===== src/rtl/core/bsws_pkg.sv =====
package bsws_pkg;

    localparam int VALUE_W = 32;

    localparam logic [1:0] CMD_PUSH   = 2'd0;
    localparam logic [1:0] CMD_POP    = 2'd1;
    localparam logic [1:0] CMD_SEARCH = 2'd2;

    localparam logic [1:0] ST_OK    = 2'd0;
    localparam logic [1:0] ST_FULL  = 2'd1;
    localparam logic [1:0] ST_EMPTY = 2'd2;

    typedef struct packed {
        logic [1:0]                command;
        logic signed [VALUE_W-1:0] value;
    } t_item;

    typedef struct packed {
        logic [1:0]                status;
        logic signed [VALUE_W-1:0] popped_value;
        logic                      found;
        logic [3:0]                found_position;
        logic [3:0]                entry_count;
        logic                      is_full;
        logic                      is_empty;
    } t_result;

    typedef enum logic [2:0] {
        S_IDLE = 3'b001,
        S_READ = 3'b010,
        S_SCAN = 3'b100
    } t_state;

endpackage


===== src/rtl/core/bsws_mem.sv =====
module bsws_mem import bsws_pkg::*; #(
    parameter int DEPTH = 8,
    parameter int AW    = (DEPTH > 1) ? $clog2(DEPTH) : 1
) (
    input  logic                      i_clk,
    input  logic                      i_wr_en,
    input  logic [AW-1:0]             i_wr_addr,
    input  logic signed [VALUE_W-1:0] i_wr_data,
    input  logic [AW-1:0]             i_rd_addr,
    output logic signed [VALUE_W-1:0] o_rd_data
);

    logic signed [VALUE_W-1:0] r_mem [DEPTH];
    logic signed [VALUE_W-1:0] r_rd_data;

    always_ff @(posedge i_clk) begin
        if (i_wr_en) begin
            r_mem[i_wr_addr] <= i_wr_data;
        end
    end

    always_ff @(posedge i_clk) begin
        r_rd_data <= r_mem[i_rd_addr];
    end

    assign o_rd_data = r_rd_data;

endmodule


===== src/rtl/core/bsws_ctrl.sv =====
module bsws_ctrl import bsws_pkg::*; #(
    parameter int DEPTH = 8,
    parameter int AW    = (DEPTH > 1) ? $clog2(DEPTH) : 1,
    parameter int CW    = $clog2(DEPTH + 1)
) (
    input  logic                      i_clk,
    input  logic                      i_rst_n,
    input  logic                      i_start,
    input  t_item                     i_item,
    output logic                      o_busy,
    output logic                      o_done,
    output t_result                   o_result,
    output logic                      o_wr_en,
    output logic [AW-1:0]             o_wr_addr,
    output logic signed [VALUE_W-1:0] o_wr_data,
    output logic [AW-1:0]             o_rd_addr,
    input  logic signed [VALUE_W-1:0] i_rd_data
);

    localparam int EW = (CW > 4) ? CW : 4;
    localparam logic [CW-1:0] FULL_CNT = CW'(DEPTH);

    t_state                    r_state, n_state;
    logic [CW-1:0]             r_count, n_count;
    logic [AW-1:0]             r_idx, n_idx;
    logic signed [VALUE_W-1:0] r_value, n_value;
    logic [CW-1:0]             scan_pos;
    logic [EW-1:0]             pos_wide;
    logic [EW-1:0]             cnt_wide;

    // Position of the entry now on the read port, counted from one.
    assign scan_pos = CW'(r_idx) + CW'(1);
    assign pos_wide = EW'(scan_pos);
    assign cnt_wide = EW'(n_count);

    always_comb begin
        n_state   = r_state;
        n_count   = r_count;
        n_idx     = r_idx;
        n_value   = r_value;
        o_wr_en   = 1'b0;
        o_wr_addr = r_count[AW-1:0];
        o_wr_data = i_item.value;
        o_rd_addr = r_idx;
        o_done    = 1'b0;
        o_result  = '0;
        case (r_state)
            S_IDLE: begin
                if (i_start) begin
                    case (i_item.command)
                        CMD_PUSH: begin
                            o_done = 1'b1;
                            if (r_count == FULL_CNT) begin
                                o_result.status = ST_FULL;
                            end else begin
                                o_wr_en = 1'b1;
                                n_count = r_count + CW'(1);
                            end
                        end
                        CMD_POP: begin
                            if (r_count == '0) begin
                                o_done          = 1'b1;
                                o_result.status = ST_EMPTY;
                            end else begin
                                n_count   = r_count - CW'(1);
                                o_rd_addr = n_count[AW-1:0];
                                n_state   = S_READ;
                            end
                        end
                        CMD_SEARCH: begin
                            if (r_count == '0) begin
                                o_done          = 1'b1;
                                o_result.status = ST_EMPTY;
                            end else begin
                                n_idx     = '0;
                                o_rd_addr = '0;
                                n_value   = i_item.value;
                                n_state   = S_SCAN;
                            end
                        end
                        default: begin
                            o_done = 1'b1;
                        end
                    endcase
                end
            end
            S_READ: begin
                o_done                = 1'b1;
                o_result.popped_value = i_rd_data;
                n_state               = S_IDLE;
            end
            S_SCAN: begin
                if (i_rd_data == r_value) begin
                    o_done                  = 1'b1;
                    o_result.found          = 1'b1;
                    o_result.found_position = pos_wide[3:0];
                    n_state                 = S_IDLE;
                end else if (scan_pos == r_count) begin
                    o_done  = 1'b1;
                    n_state = S_IDLE;
                end else begin
                    n_idx     = r_idx + AW'(1);
                    o_rd_addr = n_idx;
                end
            end
            default: begin
                n_state = S_IDLE;
            end
        endcase
        o_result.entry_count = cnt_wide[3:0];
        o_result.is_full     = (n_count == FULL_CNT);
        o_result.is_empty    = (n_count == '0);
    end

    always_ff @(posedge i_clk) begin
        if (!i_rst_n) begin
            r_state <= S_IDLE;
            r_count <= '0;
        end else begin
            r_state <= n_state;
            r_count <= n_count;
        end
    end

    always_ff @(posedge i_clk) begin
        r_idx   <= n_idx;
        r_value <= n_value;
    end

    assign o_busy = (r_state != S_IDLE);

endmodule


===== src/rtl/core/bounded_stack_with_search_unit.sv =====
// Bounded LIFO stack of DEPTH signed 32-bit words with a linear search.
// Command channel: a transfer happens at a clock edge with start high and
// busy low; i_item carries the command (push, pop, search) and the value.
// Result channel: o_valid is high for exactly one cycle with o_result; the
// receiver cannot hold it off, so nothing ever waits on the output side.
// The words live in a single-port-write, registered-read memory; the count
// of held entries is a register next to it.
// Push, refused commands and the unused command are answered from idle,
// with only the o_valid/o_result register after the controller; a pop
// passes the read state, where the registered memory read returns the word;
// a search reads one entry per cycle through the memory read port from the
// bottom until a match or the top entry. A new command can be accepted in
// the cycle o_valid is high; busy refuses commands while a pop or search runs.
// Reset clears the count and returns the sequencer to idle; the memory
// is not cleared, since only entries below the count are ever read.
module bounded_stack_with_search_unit import bsws_pkg::*; #(
    parameter int DEPTH = 8
) (
    input  logic    i_clk,
    input  logic    i_rst_n,
    input  logic    start,
    output logic    busy,
    input  t_item   i_item,
    output logic    o_valid,
    output t_result o_result
);

    localparam int AW = (DEPTH > 1) ? $clog2(DEPTH) : 1;
    localparam int CW = $clog2(DEPTH + 1);

    logic                      wr_en;
    logic [AW-1:0]             wr_addr;
    logic signed [VALUE_W-1:0] wr_data;
    logic [AW-1:0]             rd_addr;
    logic signed [VALUE_W-1:0] rd_data;
    logic                      done;
    t_result                   result;
    logic                      r_valid;
    t_result                   r_result;

    bsws_mem #(
        .DEPTH (DEPTH),
        .AW    (AW)
    ) u_mem (
        .i_clk     (i_clk),
        .i_wr_en   (wr_en),
        .i_wr_addr (wr_addr),
        .i_wr_data (wr_data),
        .i_rd_addr (rd_addr),
        .o_rd_data (rd_data)
    );

    bsws_ctrl #(
        .DEPTH (DEPTH),
        .AW    (AW),
        .CW    (CW)
    ) u_ctrl (
        .i_clk     (i_clk),
        .i_rst_n   (i_rst_n),
        .i_start   (start),
        .i_item    (i_item),
        .o_busy    (busy),
        .o_done    (done),
        .o_result  (result),
        .o_wr_en   (wr_en),
        .o_wr_addr (wr_addr),
        .o_wr_data (wr_data),
        .o_rd_addr (rd_addr),
        .i_rd_data (rd_data)
    );

    always_ff @(posedge i_clk) begin
        if (!i_rst_n) begin
            r_valid <= 1'b0;
        end else begin
            r_valid <= done;
        end
    end

    always_ff @(posedge i_clk) begin
        if (done) begin
            r_result <= result;
        end
    end

    assign o_valid  = r_valid;
    assign o_result = r_result;

    // A push always completes in the cycle it is accepted.
    a_push_one_cycle: assert property (@(posedge i_clk) disable iff (!i_rst_n)
        start && !busy && (i_item.command == CMD_PUSH) |=> o_valid)
        else $error("push result did not follow its transfer");

    // The sequencer is idle again whenever a result is presented.
    a_idle_on_result: assert property (@(posedge i_clk) disable iff (!i_rst_n)
        o_valid |-> !busy)
        else $error("result presented while a command is still running");

    a_full_flag: assert property (@(posedge i_clk) disable iff (!i_rst_n)
        o_valid && (o_result.status == ST_FULL) |-> o_result.is_full)
        else $error("refused push without full flag");

    a_found_ok: assert property (@(posedge i_clk) disable iff (!i_rst_n)
        o_valid && o_result.found |-> (o_result.status == ST_OK) && !o_result.is_empty)
        else $error("match reported on an empty stack or with error status");

endmodule


===== config.mk =====
export PLATFORM = sky130hd
export DESIGN_NAME = bounded_stack_with_search_unit
export DESIGN_NICKNAME = d
export VERILOG_FILES = /design/src/rtl/core/bsws_pkg.sv /design/src/rtl/core/bsws_mem.sv /design/src/rtl/core/bsws_ctrl.sv /design/src/rtl/core/bounded_stack_with_search_unit.sv
export SDC_FILE = /design/constraint.sdc
export NUM_CORES = 1
export LEC_CHECK = 0
export ABC_AREA = 1
export ABC_CLOCK_PERIOD_IN_PS = 9400
export BUFFER_PORTS_ARGS = -buffer_cell sky130_fd_sc_hd__buf_2
export CORE_AREA = 2 2 203 155
export CTS_BUF_LIST = sky130_fd_sc_hd__clkbuf_8 sky130_fd_sc_hd__clkbuf_16
export DETAILED_ROUTE_END_ITERATION = 8
export DIE_AREA = 0 0 205 157
export PLACE_DENSITY = 0.72
export SYNTH_ARGS = -nofsm -noshare
export SYNTH_HDL_FRONTEND = slang
export SYNTH_SLANG_ARGS = --single-unit

===== constraint.sdc =====
create_clock -name i_clk -period 9.4 [get_ports i_clk]
set_clock_uncertainty 0.1 [all_clocks]
set_input_delay 1.88 -clock i_clk [delete_from_list [all_inputs] [get_ports i_clk]]
set_output_delay 1.88 -clock i_clk [all_outputs]
set_load 0.03 [all_outputs]

# Yosys cells after proc, flatten, opt, wreduce, memory -nomap -nowiden
# Memory sizes are Yosys's and may differ from the RTL's. A register that Yosys moved wholly into a read port is not among the register bits.
# Index checks and enable logic that the tools add are counted.
[word_totals] elab_cells=82 inputBits=37 ram_bits=256 mem_count=1 ff_bits=88
[memory_table] memory="u_mem.r_mem" words=8 word_bits=32 rd=1 rd_ports_with_merged_regs=1 wr=1 line="bsws_mem.sv:13" text="logic signed [VALUE_W-1:0] r_mem [DEPTH];"
[classes] n_bitwise=1 addsub=4 reduce_logical=10 n_mux=38 n_eq_ne=16
[ops] op="3-bit two-way mux" n=12
[ops] op="32-bit == test" n=1
[ops] op="3-bit one-hot mux with 2 select lines" n=5
[ops] op="4-bit two-way mux" n=4
[ops] op="1-bit two-way mux" n=12
[ops] op="3-bit inequality test (second input constant)" n=3
[ops] op="4-bit == test (second input constant)" n=2
[ops] op="4-bit zero test" n=2
[ops] op="4-bit one-hot mux with 2 select lines" n=1
[ops] op="3-bit by 1-bit inequality test with 1-bit output (second input constant)" n=2
[ops] op="5-bit two-way mux" n=1
[ops] op="5-bit AND reduction" n=1
[ops] op="3-bit by 1-bit adder with 4-bit output (second input constant)" n=1
[ops] op="4-bit by 1-bit adder with 4-bit output (second input constant)" n=1
[ops] op="4-bit == test" n=1
[ops] op="2-bit inequality test (second input constant)" n=2
[ops] op="2-bit one-hot mux with 2 select lines" n=1
[ops] op="2-bit AND reduction" n=2
[ops] op="4-bit AND reduction" n=1
[ops] op="4-bit by 1-bit subtractor with 4-bit output (second input constant)" n=1
[ops] op="3-bit by 1-bit adder with 3-bit output (second input constant)" n=1
[ops] op="3-bit by 1-bit == test with 1-bit output (second input constant)" n=1
[ops] op="3-bit by 2-bit == test with 1-bit output (second input constant)" n=1
[ops] op="3-bit == test (second input constant)" n=1
[ops] op="other kinds (9)" n=9

# Longest topological paths before layout
# Gate-level depths: netlist (run 1).
[depth] depth_word=7 depth_mapped=20 mapped_depth_nobuf=18

# Cells and area by module
# From an unflattened synthesis (run 1), not the netlist that was laid out.
[unflattened] cells_unflattened=1594 area_unflattened_um2=16309.4
[modules_own_cells] module="bsws_mem" instances=1 cells_each=1156 area_per_inst_um2=11872.6
[modules_own_cells] module="bsws_ctrl" instances=1 cells_each=390 area_per_inst_um2=3057.9
[modules_own_cells] module="bounded_stack_with_search_unit" instances=1 cells_each=48 area_per_inst_um2=1378.8

# Worst setup path before layout (run 1)
# Ideal clock, no wire load.
[synth_timing] path_kind="in2reg" start="in i_item[32] (netlist bit)" end="mem u_mem.r_mem[2][0], enable pin" path_buffers=0 cell_stages=8 required_time_ps=8839 t_arrival_ps=4807 setup_slack_ps=4032 cell_sequence="inv_1 ha_1 inv_1 nor2_1 nand2_1 inv_1 nand2_1 nor3_1"
[synth_via] elab_chain_cells=6
[synth_rtl] element="from (decl)" line="bounded_stack_with_search_unit.sv:23" text="input t_item i_item,"
[synth_rtl] element="2-bit zero test" line="bsws_ctrl.sv:50" text="case (i_item.command)"
[synth_rtl] element="1-bit two-way mux" line="bsws_ctrl.sv:50"
[synth_rtl] element="1-bit two-way mux" line="bsws_ctrl.sv:49" text="if (i_start) begin"
[synth_rtl] element="1-bit two-way mux" line="bsws_ctrl.sv:47" text="case (r_state)"
[synth_rtl] element="1-bit two-way mux" line="bsws_mem.sv:17" text="if (i_wr_en) begin"
[synth_rtl] element="1-bit two-way mux (not written as such)" line="bsws_mem.sv:18" text="r_mem[i_wr_addr] <= i_wr_data;"
[synth_rtl] element="to (decl)" line="bsws_mem.sv:13"
# No other way between the ends.

# Worst setup path in the final report (run 1)
[layout_timing] start="in i_item[32] (netlist bit)" end="reg u_mem.r_rd_data[17] (netlist: u_mem.o_rd_data[17]), read port of u_mem.r_mem"
[layout_via] elab_chain_cells=4 elab_cells_between_ends=5 classes_between="eq/ne: 2; mux: 3"
[layout_rtl] element="2-bit == test or 2-bit by 1-bit == test with 1-bit output (tied branches)" line="bsws_ctrl.sv:50"
[layout_rtl] element="3-bit one-hot mux with 2 select lines (*)" line="bsws_ctrl.sv:50"
[layout_rtl] element="3-bit two-way mux (*)" line="bsws_ctrl.sv:49"
[layout_rtl] element="3-bit one-hot mux with 2 select lines (*)" line="bsws_ctrl.sv:47"
[layout_rtl] element="to (decl)" line="bsws_mem.sv:14" text="logic signed [VALUE_W-1:0] r_rd_data;"
# Mark *: on every way between the ends. The rest lies on a longest branch, timed or not.
# A chain may end at the register's enable or synchronous reset.

==> results of run 1 <==
final cells by class:
type / instances / area, um2 / area share [%]
Sequential cell: 376 / 10890 / 59.40
Inverter: 341 / 1280 / 6.981
Multi-Input combinational cell: 836 / 3924 / 21.40
Timing Repair Buffer: 100 / 543.0 / 2.962
Tap cell: 399 / 499.2 / 2.723
Antenna cell: 1 / 2.502 / 0.01365
Clock inverter: 26 / 142.6 / 0.7779
Clock buffer: 43 / 1054 / 5.746
flip-flops by register name (all words and copies together) (netlist names):
signal / cells
u_mem.o_rd_data: 32
u_mem.r_mem: 256
u_ctrl.r_value: 32
u_ctrl.r_state: 3
u_ctrl.r_idx: 3
o_valid: 1
u_ctrl.r_count: 4
o_result: 45
stage by stage:
stage / hold WS (ps) / instance area, um2 / utilization (%)
6_report: 464.0 / 18340 / 61.11
2_1_floorplan: 439.4 / 16420 / -
5_1_grt: 491.9 / 18330 / 61.10
3_5_place_dp: 451.0 / 17140 / 57.11
3_3_place_gp: 449.5 / 17140 / 57.11
4_1_cts: 466.7 / 18330 / 61.10
critical path, cell delays in order:
cell     delay, ps
buf_2          100
inv_1           60
ha_1           280
nand2_1        110
a31oi_1        190
a22oi_1         90
a21oi_1        260
nand2_4        230
nand2_4        340
buf_4          890
nand2_1        140
nand3_1        150
nand2_1         60
nand2_1         50
nand2_1         80
cell usage in the layout (no fill, tap or decap), drive strengths merged:
master	n
buf	100
inv	354
o21ai	15
a32oi	1
clkinvlp	1
edfxtp	336
a22oi	2
dfxtp	40
a211oi	1
diode	1
nand3	272
bufinv	1
nor3	11
clkinv	11
nand2	404
nand4	3
clkbuf	43
xor2	2
ha	8
xnor2	21
o31ai	2
o211ai	1
nand3b	1
a21oi	9
a31oi	4
nor2	78
or2	1
where the power goes:
group          internal (mW)  switching (mW)  leakage, nW
Sequential              2.02          0.0853         3.40
Clock                  0.829           0.607        0.638
Combinational          0.626            1.60         4.19
Total                   3.48            2.29         8.23
worst paths after layout:
kind	end	slack, ps	depth (start not counted)
worst max-delay path	u_mem.o_rd_data[17]$_DFF_P_	4710	15
worst min-delay path	o_result[37]$_SDFFCE_PN0P_	460	2
worst max register to register	u_mem.o_rd_data[17]$_DFF_P_	5500	16
worst min register to register	o_result[37]$_SDFFCE_PN0P_	460	2
kinds of logic after synthesis:
group / count (synthesis)
simple gates: 770
buf+inv: 409
flops: 376
compound gates: 35
xor+xnor: 23
fa+ha+maj: 8
per-layer routing:
layer / global-route usage, % / vias up / wire length [um]
met1: 32.77 / 5066 / 16130
met4: 6.680 / 2 / 687
li1: - / 5336 / -
met5: 0 / - / 11
met2: 37.29 / 387 / 16880
met3: 3.644 / 65 / 2666
synthesized netlist by cell type, types with 2 or more instances:
| library cell | n |
|---|---|
| a21oi_2 | 2 |
| inv_1 | 335 |
| nand2_2 | 6 |
| ha_1 | 8 |
| a31oi_1 | 4 |
| buf_6 | 4 |
| buf_4 | 25 |
| clkbuf_1 | 16 |
| xor2_1 | 2 |
| o21ai_0 | 12 |
| nand4_1 | 3 |
| nand3_1 | 270 |
| edfxtp_1 | 336 |
| xnor2_1 | 21 |
| nor2_1 | 75 |
| nor3_1 | 9 |
| buf_2 | 22 |
| nand2_1 | 398 |
| dfxtp_1 | 40 |
| a21oi_1 | 7 |
| o31ai_1 | 2 |
| o21ai_1 | 3 |
| a22oi_1 | 2 |
| inv_2 | 6 |
==> qor.csv, run 1 <==
metric;value;unit
min cycle time layout;4687;ps
crit path capture type;flip-flop;
DRT antenna net count;0;
post-synthesis xor/xnor area fraction;1.227;%
H-tree depth;2;
CTS max path bufs;3;
Compound-Gate Fraction of Synth Area;1.257;%
CTS root buf;clkbuf_16;
number of nets in the layout;1738;
post-route worst setup slack;4713;ps
Tightest Pin Transition;1173;ps
Worst Setup SP;i_item[32];
Initial Util;54.72;%
Post-Layout Cell Count;2122;
DRT Pass-1 Iters;6;
fraction of registers with async set or reset after synthesis;0;%
pre-CTS setup slack;4232;ps
DP Cell Count;2052;
Worst EP arrival;5000;ps
RSZ-0062 raised after global routing;false;
mux cell area share after synthesis;0;%
maximum fanout along the worst path;100;
Clock Pin Slew Worst Setup and Hold Paths;60;ps
Top Ports;84;
# rows;55;
min-delay worst type;flip-flop to flip-flop;
routed vias;10860;
YS warnings;0;
Syn Area/Cell;10.13;um2
core area;30000;um2
post-DP HPWL;19670;um
Die ar.;32190;um2
static leakage;8.226;nW
Clock Latency Late Sink;530;ps
max cap viols;0;
post-cts resize count;0;
biggest area consumer among synthesized cells;edfxtp_1;
global-route wire length before repair;56470;um
Main synth FF type;edfxtp_1;
Post-Synth Simple-Gate Area;20.30;%
Global Route Usage Sum;23.12;%
setup bufs post-CTS;0;
headroom to the max-slew limit;21.82;%
Unique masters post-synth;37;
Adder-Cell Fraction of Synth Area;0.6097;%
WS Path Type;input port to flip-flop;
CTS tree;built;
status;completed;
routed wire length per instance;17.14;um
part of the cycle the worst path needs;49.86;%
hold_buf cts;0;
Die Y;157;um
port buffer count;83;
wirelength, routed;36370;um
sequential fraction of the synthesis area;66.33;%
Hold Crit Start;u_mem.o_rd_data[26]$_DFF_P_;
largest cells by area after synthesis;edfxtp_1, nand2_1, nand3_1;
total CTS buffers;38;
Cell Area, Synth;16420;um2
Cell Pwr Density;314.5;nW/um2
Final Max Slew Viols;0;
Synthesized Nets;1666;
Area Overhead vs Synth;11.68;%
Chip Width;205;um
CP Data Required Time;9710;ps
1st-iter DRT viols;813;
area share of the largest cell type after synthesis;61.45;%
Post-Syn Instances;1621;
highest clock rate;0.2133;GHz
reg2reg start;u_ctrl.r_idx[0]$_DFFE_PP_;
fraction of layout cells with a size suffix above 1;10.98;%
Final Power;5.767;mW
TritonCTS Sinks;376;
remaining routing DRC violations;0;
startpoint types;input port;
Remaining Overflow, GRT;0;
Peak VDD IR;225.7;uV
number of synthesized flops with an enable pin;336;
DR vias/cell;5.116;
largest net degree at the start of global routing;109;
Setup-failing EPs final;0;
# fillers;2451;
largest family of logic cells by synthesized area;simple AND/OR/NAND/NOR gates;
flop and latch count out of synthesis;376;
initial antenna violation count;1;
number of global-route vias before repair;10310;
Final Hold Vio Count;0;
Setup TNS Final;0;ps
gpl congestion;0.8543;
No activity file was read; power rests on OpenSTA's default activity.
==> run 2, diff against run 1 <==
--- a/config.mk
+++ b/config.mk
@@ -6,13 +6,13 @@
 export NUM_CORES = 1
 export LEC_CHECK = 0
 export ABC_AREA = 1
-export ABC_CLOCK_PERIOD_IN_PS = 9400
+export ABC_CLOCK_PERIOD_IN_PS = 3800
 export BUFFER_PORTS_ARGS = -buffer_cell sky130_fd_sc_hd__buf_2
 export CORE_AREA = 2 2 203 155
 export CTS_BUF_LIST = sky130_fd_sc_hd__clkbuf_8 sky130_fd_sc_hd__clkbuf_16
 export DETAILED_ROUTE_END_ITERATION = 8
 export DIE_AREA = 0 0 205 157
-export PLACE_DENSITY = 0.72
+export PLACE_DENSITY = 0.75
 export SYNTH_ARGS = -nofsm -noshare
 export SYNTH_HDL_FRONTEND = slang
 export SYNTH_SLANG_ARGS = --single-unit
==> constraint.sdc (replaced) <==
create_clock -name i_clk -period 3.8 [get_ports i_clk]
set_clock_uncertainty 0.1 [all_clocks]
set_input_delay 0.76 -clock i_clk [delete_from_list [all_inputs] [get_ports i_clk]]
set_output_delay 0.76 -clock i_clk [all_outputs]
set_load 0.03 [all_outputs]
==> qor.csv, run 2 (synthesis gave the netlist of run 1 again) <==
metric;value;unit
setup bufs post-CTS;0;
WHS Path Cells;3;
wirelength, routed;36680;um
min cycle time layout;3120;ps
CP dominant cell by count;nand2_1;
core area;30000;um2
DRT Pass-1 Iters;5;
min-delay worst type;input port to flip-flop;
worst path cell trace;ha_1 > inv_1 > nand2_1 > a21oi_2 > nand3_4 > nand2_1 > nand2_1 > nand2_1 > nand3_2 > nand2_4 > buf_12 > nand3_1 > nand3_1 > nand2_1 > nand2_1 > nand2_1;
fraction of layout cells with a size suffix above 1;11.32;%
static leakage;8.297;nW
Reg2Reg Setup Slack;680;ps
H-tree depth;2;
TritonCTS Sinks;376;
WS Path Type;flip-flop to flip-flop;
# fillers;2384;
Gate power share;40.1;%
Setup-failing EPs final;0;
Clk network pwr share;24.3;%
DRT antenna net count;0;
commonest non-fill, non-tap cell in the layout;nand2_1;
post-cts resize count;0;
Cell Pwr Density;790.6;nW/um2
Post-Layout Cell Count;2131;
port buffer count;83;
maximum fanout along the worst path;128;
number of global-route vias before repair;10660;
part of the cycle the worst path needs;82.11;%
Top Ports;84;
max FFs per register;256;
Clock Pin Slew Worst Setup and Hold Paths;60;ps
total CTS buffers;37;
max cap viols;0;
Final Power;14.63;mW
Remaining Overflow, GRT;0;
post-DP HPWL;21220;um
Final Hold Vio Count;0;
number of nets in the layout;1748;
highest clock rate;0.3205;GHz
crit path capture type;flip-flop;
Initial Util;54.72;%
Final Max Slew Viols;0;
CTS max path bufs;3;
worst r2r dst;u_mem.o_rd_data[15]$_DFF_P_;
RSZ-0062 raised after global routing;false;
DP Cell Count;2063;
1st-iter DRT viols;1066;
Worst EP arrival;3460;ps
remaining routing DRC violations;0;
hold_buf cts;0;
CP max stage delay;530;ps
number of diodes;0;
Worst Hold Path EP;u_ctrl.r_state[2]$_SDFFE_PN0P_;
initial antenna violation count;0;
CTS root buf;clkbuf_16;
final hold slack;380.2;ps
global-route wire length before repair;57590;um
internal power;8.745;mW
Die ar.;32190;um2
Worst Setup SP;u_ctrl.r_idx[0]$_DFFE_PP_;
most frequent cells in the layout;nand2_1, inv_1, edfxtp_1, nand3_1, buf_2;
gpl congestion;0.8347;
Global Route Usage Sum;23.45;%
reg2reg start;u_ctrl.r_idx[0]$_DFFE_PP_;
sw frac;40.23;%
Clock Latency Late Sink;550;ps
startpoint types;flip-flop;
DR vias/cell;5.231;
Tightest Pin Transition;687.3;ps
status;completed;
Crit path max-delay family;simple AND/OR/NAND/NOR gates;
Biggest register;u_mem.r_mem;
largest net degree at the start of global routing;129;
Hold Crit Start;i_rst_n;
Setup TNS Final;0;ps
Sequential Power Share;35.6;%
Area Overhead vs Synth;12.71;%
CTS tree;built;
Chip Width;205;um
Worst Path Buf+Inv;2;
headroom to the max-slew limit;54.18;%
CP Data Required Time;4140;ps
# rows;55;
CP max stage cell;edfxtp_1;
cells on worst reg2reg path;16;
routed wire length per instance;17.21;um
routed vias;11150;
Peak VDD IR;772.1;uV
Die Y;157;um
P_sw;5.886;mW
## run 2: changes by cell type in the layout (fill, tap and decap cells not counted), sizes merged
cell      change
bufinv        +1
clkbuf        -4
clkinv        +8
diode         -1
clkinvlp      -1
buf          +11
inv           -5
## run 2: power by group through the flow
stage / combinational [mW] / clock (mW) / sequential [mW]
after floorplan: 4.10 / 0 / 5.55
after global placement: 5.64 / 0 / 5.29
after detailed placement: 5.79 / 0 / 5.29
after CTS: 5.85 / 3.60 / 5.21
after global routing: 6.50 / 3.76 / 5.25
final: 5.87 / 3.56 / 5.21
## run 2: worst max-delay path by stage
| stage | slack, ps | to | cells after the start |
|---|---|---|---|
| after detailed placement | 660 | u_mem.r_mem[6][8]$_DFFE_PP_ | 10 |
| after global placement | 730 | u_mem.r_mem[6][11]$_DFFE_PP_ | 10 |
| after floorplan | -450 | u_mem.r_mem[2][0]$_DFFE_PP_ | 8 |
| after global routing | 420 | u_mem.o_rd_data[15]$_DFF_P_ | 16 |
| final | 680 | u_mem.o_rd_data[15]$_DFF_P_ | 16 |
| after CTS | 700 | u_mem.o_rd_data[15]$_DFF_P_ | 16 |
## run 2: layout make-up
cell class	instances	area, um2	area share (%)
clock buffers	39	964.7	5.213
clock inverters	29	215.2	1.163
inverters	341	1280	6.917
multi-input cells	836	3930	21.24
flip-flops and latches	376	10890	58.85
well taps	399	499.2	2.698
repair buffers	111	725.7	3.922
## run 2: metrics by stage
| step | setup slack (ps) | utilization [%] | area, um2 |
|---|---|---|---|
| 2_1_floorplan | -447.9 | - | 16420 |
| 3_3_place_gp | 733.3 | 57.74 | 17330 |
| 3_5_place_dp | 657.5 | 57.74 | 17330 |
| 4_1_cts | 703.4 | 61.68 | 18510 |
| 5_1_grt | 422.2 | 61.68 | 18510 |
| 6_report | 679.8 | 61.68 | 18510 |
## run 2: per-layer routing
metal / share of wire (%) / global-route usage, % / wire length, um
met1: 43 / 32.85 / 15820
met2: 46 / 37.50 / 17000
met3: 8.0 / 3.830 / 2951
met4: 2.5 / 8.222 / 905
met5: 0 / 0 / 0
## run 2: worst reg2reg max path, stage by stage, from the launching register on
cell and delay [ps]:
edfxtp_1 530, ha_1 370, inv_1 130, nand2_1 90
a21oi_2 220, nand3_4 120, nand2_1 80, nand2_1 50
nand2_1 70, nand3_2 100, nand2_4 110, buf_12 420
nand3_1 270, nand3_1 130, nand2_1 90, nand2_1 80
nand2_1 60
